### config.mk
export PLATFORM = sky130hd
export DESIGN_NAME = first_fit_cell_allocator_core
export DESIGN_NICKNAME = d
export VERILOG_FILES = /design/src/sv/ffca_pkg.sv /design/src/sv/first_fit_cell_allocator_core.sv /design/src/sv/ffca_cell.sv
export SDC_FILE = /design/constraint.sdc
export NUM_CORES = 2
export LEC_CHECK = 0
export BUFFER_PORTS_ARGS = -buffer_cell sky130_fd_sc_hd__clkbuf_2
export CAP_MARGIN = 0
export CELL_PAD_IN_SITES_DETAIL_PLACEMENT = 1
export CELL_PAD_IN_SITES_GLOBAL_PLACEMENT = 2
export CORE_MARGIN = 10
export CORE_UTILIZATION = 42
export DETAILED_ROUTE_END_ITERATION = 7
export PLACE_DENSITY_LB_ADDON = 0.1
export SETUP_SLACK_MARGIN = 0.5
export SLEW_MARGIN = 20
export SYNTH_ARGS = -nofsm -noshare
export SYNTH_HDL_FRONTEND = slang
export SYNTH_HIERARCHICAL = 1
export SYNTH_SLANG_ARGS = --single-unit
### constraint.sdc
create_clock -name i_clk -period 39.4 [get_ports i_clk]
set_clock_uncertainty 0.15 [all_clocks]
set_input_delay 3.94 -clock i_clk [delete_from_list [all_inputs] [get_ports i_clk]]
set_output_delay 3.94 -clock i_clk [all_outputs]
set_load 0.1 [all_outputs]
### src/sv/ffca_pkg.sv
`timescale 1ns / 1ps
// Shared types and codes of the first-fit cell allocator.
package ffca_pkg;

    localparam int OWNER_W  = 16;
    localparam int CFG_W    = 8;
    localparam int OP_W     = 2;
    localparam int LEN_W    = 8;
    localparam int STATUS_W = 3;

    localparam logic [OP_W-1:0] OP_ALLOC = 2'd0;
    localparam logic [OP_W-1:0] OP_ERASE = 2'd1;

    localparam logic [STATUS_W-1:0] ST_ALLOC   = 3'd0;
    localparam logic [STATUS_W-1:0] ST_NULL    = 3'd1;
    localparam logic [STATUS_W-1:0] ST_ERASED  = 3'd2;
    localparam logic [STATUS_W-1:0] ST_ILLEGAL = 3'd3;
    localparam logic [STATUS_W-1:0] ST_DEFRAG  = 3'd4;

    localparam logic [CFG_W-1:0]   CFG_RESET  = 8'd128;
    localparam logic [OWNER_W-1:0] HANDLE_MAX = 16'hFFFF;

    typedef enum logic [2:0] {
        S_IDLE,
        S_SCAN,
        S_FILL,
        S_ERASE,
        S_PACK,
        S_DONE
    } t_state;

    typedef struct packed {
        logic shift;
        logic pack;
    } t_cell_ctl;

endpackage

### src/sv/first_fit_cell_allocator_core.sv
`timescale 1ns / 1ps
// Top level: first-fit allocator over a chain of owner cells.
//
//  channel  | handshake          | words
//  ---------+--------------------+----------------------------------------
//  request  | i_valid / o_ready  | i_op, i_block_length, i_handle_arg
//  response | o_valid / i_ready  | o_status, o_handle_out
//  config   | i_cfg_we           | i_cfg_wdata
//
// A successful allocate runs a scan rotation, then a fill rotation; a null allocate ends
// after the scan, or skips it for a zero length or an exhausted handle counter; erase runs
// one rotation; defragment runs compaction steps in place of a rotation.
// The ring of cells rotates one position per cycle past a single head unit.
// Reset clears every cell at once; no clearing sweep is needed.
// One request is in flight; a new one is taken while the last response waits.
module first_fit_cell_allocator_core
    import ffca_pkg::*;
#(
    parameter int CELLS = 128
) (
    input  logic                i_clk,
    input  logic                i_rst_n,
    input  logic                i_valid,
    output logic                o_ready,
    input  logic [OP_W-1:0]     i_op,
    input  logic [LEN_W-1:0]    i_block_length,
    input  logic [OWNER_W-1:0]  i_handle_arg,
    output logic                o_valid,
    input  logic                i_ready,
    output logic [STATUS_W-1:0] o_status,
    output logic [OWNER_W-1:0]  o_handle_out,
    input  logic                i_cfg_we,
    input  logic [CFG_W-1:0]    i_cfg_wdata
);

    localparam int IW = $clog2(CELLS);
    localparam int NW = IW + 1;
    localparam int CW = IW + 2;
    localparam logic [CW-1:0] PASS_END = CW'(CELLS - 1);
    localparam logic [CW-1:0] PACK_END = CW'(2 * CELLS - 1);

    t_state r_state, n_state;
    t_cell_ctl w_ctl;

    logic [CFG_W-1:0]   r_cfg;
    logic [NW-1:0]      w_len;
    logic [CW-1:0]      r_cnt;
    logic [IW-1:0]      w_idx;
    logic               w_head_act;
    logic [LEN_W-1:0]   r_need;
    logic [OWNER_W-1:0] r_harg;
    logic [OWNER_W-1:0] r_last;
    logic [NW-1:0]      r_run;
    logic [NW-1:0]      n_run;
    logic [IW-1:0]      r_start;
    logic               r_found, n_found;
    logic               r_hit, n_hit;
    logic [STATUS_W-1:0] r_res_status, n_res_status;
    logic [OWNER_W-1:0]  r_res_handle, n_res_handle;
    logic               r_o_valid;
    logic [STATUS_W-1:0] r_o_status;
    logic [OWNER_W-1:0]  r_o_handle;
    logic               w_accept, w_load, w_pass_end, w_pack_end;
    logic [OWNER_W-1:0] w_head, w_wr;
    logic [15:0]        w_fill_end;

    logic [OWNER_W-1:0] w_val  [CELLS];
    logic               w_free [CELLS];

    assign w_len = (int'(r_cfg) > CELLS) ? NW'(CELLS) : NW'(r_cfg);
    assign w_idx = r_cnt[IW-1:0];
    assign w_head_act = ({1'b0, w_idx} < w_len);
    assign w_head = w_val[0];
    assign w_pass_end = (r_cnt == PASS_END);
    assign w_pack_end = (r_cnt == PACK_END);
    assign w_fill_end = 16'(r_start) + 16'(r_need);

    genvar gi;
    generate
        for (gi = 0; gi < CELLS; gi++) begin : g_cell
            logic [OWNER_W-1:0] w_up;
            logic               w_low;
            if (gi == CELLS - 1) begin : g_last
                assign w_up = w_wr;
            end else begin : g_mid
                assign w_up = w_val[gi+1];
            end
            if (gi == 0) begin : g_first
                assign w_low = 1'b0;
            end else begin : g_rest
                assign w_low = w_free[gi-1];
            end
            ffca_cell u_cell (
                .i_clk      (i_clk),
                .i_rst_n    (i_rst_n),
                .i_ctl      (w_ctl),
                .i_active   (NW'(gi) < w_len),
                .i_top      (NW'(gi + 1) >= w_len),
                .i_low_free (w_low),
                .i_up       (w_up),
                .o_val      (w_val[gi]),
                .o_free     (w_free[gi])
            );
        end
    endgenerate

    always_comb begin
        n_run   = r_run;
        n_found = r_found;
        if (w_head_act && !r_found) begin
            if (w_head == '0) begin
                n_run = r_run + 1'b1;
                if (16'(r_run) + 16'd1 >= 16'(r_need)) begin
                    n_found = 1'b1;
                end
            end else begin
                n_run = '0;
            end
        end
    end

    assign n_hit = r_hit || (w_head_act && w_head == r_harg && r_harg != '0);

    always_comb begin
        w_wr = w_head;
        case (r_state)
            S_FILL: begin
                if (w_head_act && 16'(w_idx) >= 16'(r_start) && 16'(w_idx) < w_fill_end) begin
                    w_wr = r_last + 1'b1;
                end
            end
            S_ERASE: begin
                if (w_head_act && w_head == r_harg && r_harg != '0) begin
                    w_wr = '0;
                end
            end
            default: w_wr = w_head;
        endcase
    end

    always_comb begin
        n_state = r_state;
        unique case (r_state)
            S_IDLE: begin
                if (i_valid) begin
                    if (i_op == OP_ALLOC) begin
                        n_state = (i_block_length == '0 || r_last == HANDLE_MAX)
                                  ? S_DONE : S_SCAN;
                    end else if (i_op == OP_ERASE) begin
                        n_state = S_ERASE;
                    end else begin
                        n_state = S_PACK;
                    end
                end
            end
            S_SCAN:  if (w_pass_end) n_state = n_found ? S_FILL : S_DONE;
            S_FILL:  if (w_pass_end) n_state = S_DONE;
            S_ERASE: if (w_pass_end) n_state = S_DONE;
            S_PACK:  if (w_pack_end) n_state = S_DONE;
            S_DONE:  if (!r_o_valid || i_ready) n_state = S_IDLE;
            default: n_state = S_IDLE;
        endcase
    end

    always_comb begin
        o_ready      = 1'b0;
        w_ctl        = '0;
        w_load       = 1'b0;
        n_res_status = r_res_status;
        n_res_handle = r_res_handle;
        unique case (r_state)
            S_IDLE: begin
                o_ready      = 1'b1;
                n_res_status = ST_NULL;
                n_res_handle = '0;
            end
            S_SCAN: begin
                w_ctl.shift = 1'b1;
            end
            S_FILL: begin
                w_ctl.shift = 1'b1;
                if (w_pass_end) begin
                    n_res_status = ST_ALLOC;
                    n_res_handle = r_last + 1'b1;
                end
            end
            S_ERASE: begin
                w_ctl.shift = 1'b1;
                if (w_pass_end) begin
                    n_res_status = n_hit ? ST_ERASED : ST_ILLEGAL;
                end
            end
            S_PACK: begin
                w_ctl.pack = 1'b1;
                n_res_status = ST_DEFRAG;
            end
            S_DONE: begin
                w_load = !r_o_valid || i_ready;
            end
            default: begin
                o_ready = 1'b0;
            end
        endcase
    end

    assign w_accept = o_ready && i_valid;

    always_ff @(posedge i_clk) begin
        if (!i_rst_n) begin
            r_state   <= S_IDLE;
            r_cfg     <= CFG_RESET;
            r_cnt     <= '0;
            r_last    <= '0;
            r_o_valid <= 1'b0;
            r_run     <= '0;
            r_found   <= 1'b0;
            r_hit     <= 1'b0;
        end else begin
            r_state <= n_state;
            if (i_cfg_we) begin
                r_cfg <= i_cfg_wdata;
            end
            if (w_accept || w_pack_end || (w_pass_end && r_state != S_PACK)) begin
                r_cnt <= '0;
            end else begin
                r_cnt <= r_cnt + 1'b1;
            end
            if (w_accept) begin
                r_run   <= '0;
                r_found <= 1'b0;
                r_hit   <= 1'b0;
            end else if (r_state == S_SCAN) begin
                r_run   <= n_run;
                r_found <= n_found;
            end else if (r_state == S_ERASE) begin
                r_hit <= n_hit;
            end
            if (r_state == S_FILL && w_pass_end) begin
                r_last <= r_last + 1'b1;
            end
            if (w_load) begin
                r_o_valid <= 1'b1;
            end else if (i_ready) begin
                r_o_valid <= 1'b0;
            end
        end
    end

    always_ff @(posedge i_clk) begin
        if (w_accept) begin
            r_need <= i_block_length;
            r_harg <= i_handle_arg;
        end
        if (r_state == S_SCAN && w_head_act && !r_found && w_head == '0 && r_run == '0) begin
            r_start <= w_idx;
        end
        r_res_status <= n_res_status;
        r_res_handle <= n_res_handle;
        if (w_load) begin
            r_o_status <= r_res_status;
            r_o_handle <= r_res_handle;
        end
    end

    assign o_valid      = r_o_valid;
    assign o_status     = r_o_status;
    assign o_handle_out = r_o_handle;

endmodule

### src/sv/ffca_cell.sv
`timescale 1ns / 1ps
// One cell of the owner row: ring shift step and local compaction step.
module ffca_cell
    import ffca_pkg::*;
(
    input  logic               i_clk,
    input  logic               i_rst_n,
    input  t_cell_ctl          i_ctl,
    input  logic               i_active,
    input  logic               i_top,
    input  logic               i_low_free,
    input  logic [OWNER_W-1:0] i_up,
    output logic [OWNER_W-1:0] o_val,
    output logic               o_free
);

    logic [OWNER_W-1:0] r_val;

    always_ff @(posedge i_clk) begin
        if (!i_rst_n) begin
            r_val <= '0;
        end else if (i_ctl.shift) begin
            r_val <= i_up;
        end else if (i_ctl.pack && i_active) begin
            if (r_val == '0) begin
                r_val <= i_top ? '0 : i_up;
            end else if (i_low_free) begin
                r_val <= '0;
            end
        end
    end

    assign o_val  = r_val;
    assign o_free = (r_val == '0);

endmodule

Yosys cells after proc, flatten, opt, wreduce, memory -nomap -nowiden
Cells that the tools add are included.

Flip-flop bits (word level): 2164. Input bits: 39. Output and inout bits: 21. Logic and storage cells: 1774.

Add/subtract/negate cells: 5. Order comparisons: 261. Equal/unequal tests: 18. Muxes and demuxes: 669. Bitwise gates (word level): 2. Reduce and logical (&&, ||, !) cells: 676.

Operators by type and width (number): 16-bit two-way mux (642); 16-bit zero test (128); 7-bit by 8-bit greater-or-equal comparator with 1-bit output (first input constant) (64); 7-bit by 8-bit < comparator with 1-bit output (first input constant) (64); 3-bit nonzero test (127); 2-bit AND reduction (131); 2-bit nonzero test (131); 6-bit by 8-bit greater-or-equal comparator with 1-bit output (first input constant) (32); 6-bit by 8-bit < comparator with 1-bit output (first input constant) (32); 1-bit logical AND (140); 5-bit by 8-bit greater-or-equal comparator with 1-bit output (first input constant) (16); 5-bit by 8-bit < comparator with 1-bit output (first input constant) (16); 4-bit by 8-bit greater-or-equal comparator with 1-bit output (first input constant) (8); 4-bit by 8-bit < comparator with 1-bit output (first input constant) (8); 16-bit one-hot mux with 2 select lines (2); 3-bit two-way mux (11); 3-bit by 8-bit greater-or-equal comparator with 1-bit output (first input constant) (4); 3-bit by 8-bit < comparator with 1-bit output (first input constant) (4); 16-bit by 1-bit adder with 16-bit output (second input constant) (1); 16-bit == test (1); 16-bit == test (second input constant) (1); 2-bit by 8-bit greater-or-equal comparator with 1-bit output (first input constant) (2); 8-bit zero test (2); 1-bit by 8-bit < comparator with 1-bit output (first input constant) (2); other kinds (36) (62).

Logic depth before layout (Yosys ltp)
Word-level depth: 11. Gate-level depth with buffers: 18. Mapped depth without buffers: 17.

Cells and area by module
Netlist, hierarchy kept.

By module, submodules not included: ffca_cell (times used 128, cells each 79, area an instance 758.2 µm², seq. area each 320.3 µm²); first_fit_cell_allocator_core (times used 1, cells each 933, area an instance 7654.8 µm², seq. area each 3012.9 µm²).

Worst setup path before layout
OpenSTA, ideal clock, no wires.

Kind: flip-flop to flip-flop. From: reg r_state[0]. To: reg g_cell[0].u_cell.r_val[0]. Library setup time: 0.121 ns. Arrival time: 26.959 ns. Data required time: 39.129 ns. Slack: 12.170 ns. Stages on the path, launching flop included: 7. Buffers on the path: 2. Clock period less this slack: 27.230 ns. Path through: dfxtp_1 clkbuf_1 nor2_1 nor2_1 o31a_4 buf_8 o22ai_2.

RTL lines: from (decl) (line first_fit_cell_allocator_core.sv:42) `t_state r_state, n_state;`; from (signal assigned) (line first_fit_cell_allocator_core.sv:219) `r_state <= n_state;`; to (signal assigned) (line ffca_cell.sv:23) `r_val <= i_up;`; to (signal assigned) (line ffca_cell.sv:26) `r_val <= i_top ? '0 : i_up;`; to (decl) (line ffca_cell.sv:17) `logic [OWNER_W-1:0] r_val;`.

==> results.sh <==
export IMPL_io_pins=60
export IMPL_antenna_found_initial=9
export IMPL_grt_ovfl_total=0
export IMPL_gp_congestion=0.792
export IMPL_critPathLaunch="i_rst_n"
export IMPL_grt_max_degree=299
export IMPL_grt_usage=0.200
export IMPL_core_um2=248000
export IMPL_drv_slew=0
export IMPL_avgSynthCellArea_um2=9.48
export IMPL_worstRegToRegCells=15
export IMPL_drcViolationCount=0
export IMPL_std_cell_rows=183
export IMPL_cts_resized=0
export IMPL_cts_tree="done"
export IMPL_wire_per_inst_um=19.9
export IMPL_highest_layer="met4"
export IMPL_cts_sinks=2164
export IMPL_p_leak_uw=0.0340
export IMPL_ctsHoldBuffers=0
export IMPL_drt_iter0_drc=4920
export IMPL_dr_wl_met3_um=7340
export IMPL_power_share_clock=0.340
export IMPL_required_ns=40.05
export IMPL_multiInputGateArea_um2=52800
export IMPL_setup_tns_ns=0
export IMPL_die_w_um=519
export IMPL_fin_nets=10854
export IMPL_die_height_um=519
export IMPL_synth_edff_count=69
export IMPL_min_to="o_handle_out[1]"
export IMPL_fillers=28213
export IMPL_yosysWarnings=6
export IMPL_outcome="complete, no violations"
export IMPL_utilization=0.447
export IMPL_async_flop_share=0
export IMPL_start_util=0.421
export IMPL_cts_root_buffer="clkbuf_16"
export IMPL_slew_limit_headroom=0.240
export IMPL_rsz0062_at_grt="no"
export IMPL_switchingPower_uw=2800
export IMPL_cts_buffers=278
export IMPL_worstSetupStartpointType="input pin"
export IMPL_synth_area_top_cells="dfxtp_1, nand2_1, o22ai_2, o22ai_1, buf_8"
export IMPL_synth_top_flop_cell="dfxtp_1"
export IMPL_critPathKind="in -> reg"
export IMPL_ir_drop_uv=46.9
export IMPL_switching_share=0.391
export IMPL_wl_met2_um=130000
export IMPL_p_seq_frac=0.314
export IMPL_finalHoldViolations=0
export IMPL_worst_slew_pin_slew_ns=1.14
export IMPL_intPower_uw=4360
export IMPL_synth_top_area_share=0.401
export IMPL_reg2reg_to="g_cell[24].u_cell/o_val[7]"
export IMPL_register_area_um2=44000
export IMPL_clk_pin_slew_ns=0.06
export IMPL_cts_buffer_depth=4
export IMPL_regToRegSetupSlack_ns=34.41
export IMPL_ys_ff_latch=2164
export IMPL_syn_nets=11124
export IMPL_synthCells=11045
export IMPL_holdCritStartpoint="r_res_handle[1]"
export IMPL_vias=78580
export IMPL_r2r_start="r_cfg[6]"
export IMPL_drt_vias_per_instance=5.50
export IMPL_fin_crit_sh=0.233
export IMPL_finalSetupViolCount=0
export IMPL_clk_latency_ns=0.91
export IMPL_met1_length_um=140000
export IMPL_finalCriticalPeriod_ns=9.18
export IMPL_layout_drive_gt1_share=0.237
export IMPL_synth_area_um2=105000
export IMPL_cts_htree_levels=5
export IMPL_critPathCaptureType="flop"
export IMPL_yosysUniqueCellTypes=77
export IMPL_synth_common_cells="nand2_1, dfxtp_1, o22ai_2"
export IMPL_drtPass1Iterations=5
export IMPL_worstPathArrival_ns=9.84
export IMPL_max_freq_mhz=109
export IMPL_drv_cap=0
export IMPL_path_max_fanout=208
export IMPL_grt_pass1_vias=81414
export IMPL_synth_top_cell_by_area="dfxtp_1"
export IMPL_area_growth_pct=6.15
export IMPL_port_buffers=59
export IMPL_dieArea_um2=270000
export IMPL_grt_pass1_wl_um=457000
export IMPL_ant_nets=0
export IMPL_power_density_nw_per_um2=64.4
export IMPL_seq_area_frac_synth=0.420
export IMPL_whs_path_depth=0
export IMPL_hpwlAfterDp_um=193000
export IMPL_hold_path_class="reg -> reg"
export IMPL_pwr_share_comb=0.347
export IMPL_yosysMostFrequentCell="nand2_1"
export IMPL_hold_slack_ns=0.272
export IMPL_postCtsSetupBuffers=0
export IMPL_drt_wl_total_um=284000
[worst max-delay path: stages]
cell and delay, ns:
buf_12 0.49, buf_4 0.77, buf_12 0.69, buf_4 0.69, buf_4 0.82, buf_4 0.77
buf_4 0.81, nand2_1 0.18, o22ai_2 0.18
[power groups by stage]
stage          registers (uW)  clock network, uW  logic [uW]
2_1_floorplan            2300                  0        3030
3_3_place_gp             2290                  0        2430
3_5_place_dp             2290                  0        2480
4_1_cts                  2240               2510        2490
5_1_grt                  2250               2600        2670
6_report                 2240               2430        2480
[logic make-up (layout without fill, tap and decap cells)]
logic type                 after synthesis  count (layout)  share of synthesized area
xor gates and xnor gates                53              53                    0.00443
DFF                                   2164            2164                      0.420
muxes                                   11              11                    0.00105
buffers and inverters                  840             751                     0.0761
AOI/OAI and AO/OA                     2508            2508                      0.252
other                                    2               6                  0.0000717
adders and majority gates               40              40                    0.00485
and+or+nand+nor                       5427            5427                      0.241
[flip-flops by register name, summed over array words and instances (netlist names), 7 cells and up]
signal / count
r_run: 8
r_res_handle: 16
r_cfg: 8
r_start: 7
o_handle_out: 16
r_harg: 16
r_need: 8
g_cell.u_cell/o_val: 2048
r_cnt: 9
r_last: 16
[worst max path at each step]
stage          depth (start not counted)  slack, ns                         end
2_1_floorplan                          6      12.17   g_cell[0].u_cell/o_val[0]
3_3_place_gp                           9      29.58  g_cell[63].u_cell/o_val[0]
3_5_place_dp                           9      29.37  g_cell[62].u_cell/o_val[5]
4_1_cts                                9      30.33  g_cell[62].u_cell/o_val[5]
5_1_grt                                9      29.71  g_cell[63].u_cell/o_val[9]
6_report                               9      30.22  g_cell[62].u_cell/o_val[5]
[routing by layer]
metal / GRT usage / up-vias
met4: 0.0474 / 0
met3: 0.0229 / 410
met1: 0.285 / 38852
met2: 0.324 / 827
met5: 0 / -
li1: - / 38491
[per-stage QoR]
stage,setup slack [ns],total power [uW],instances,area [um2]
finish,30.22,7160,14290,111000
CTS,30.33,7240,14283,111000
floorplan,12.17,5320,11045,105000
global placement,29.58,4720,13822,102000
detailed placement,29.37,4780,13822,102000
global route,29.71,7510,14287,111000
[layout by cell type (no fill, tap or decap), drive strengths merged, types with 87 or more instances in the layout]
cell type,instances
a21oi,179
and4,129
clkbuf,462
dfxtp,2095
inv,163
nand2,4288
nand2b,138
nor2,225
nor4,525
o21ai,87
o22ai,2050
o31a,130
[cell type report]
type | instances | share of cell area
Antenna cell | 4 | 0.0000901
Clock buffer | 404 | 0.0722
Inverter | 157 | 0.00530
Sequential cell | 2164 | 0.396
Timing Repair Buffer | 133 | 0.00906
Multi-Input combinational cell | 8041 | 0.475
Tap cell | 3330 | 0.0375
Clock inverter | 57 | 0.00518
No activity file was read; power rests on OpenSTA's default activity.
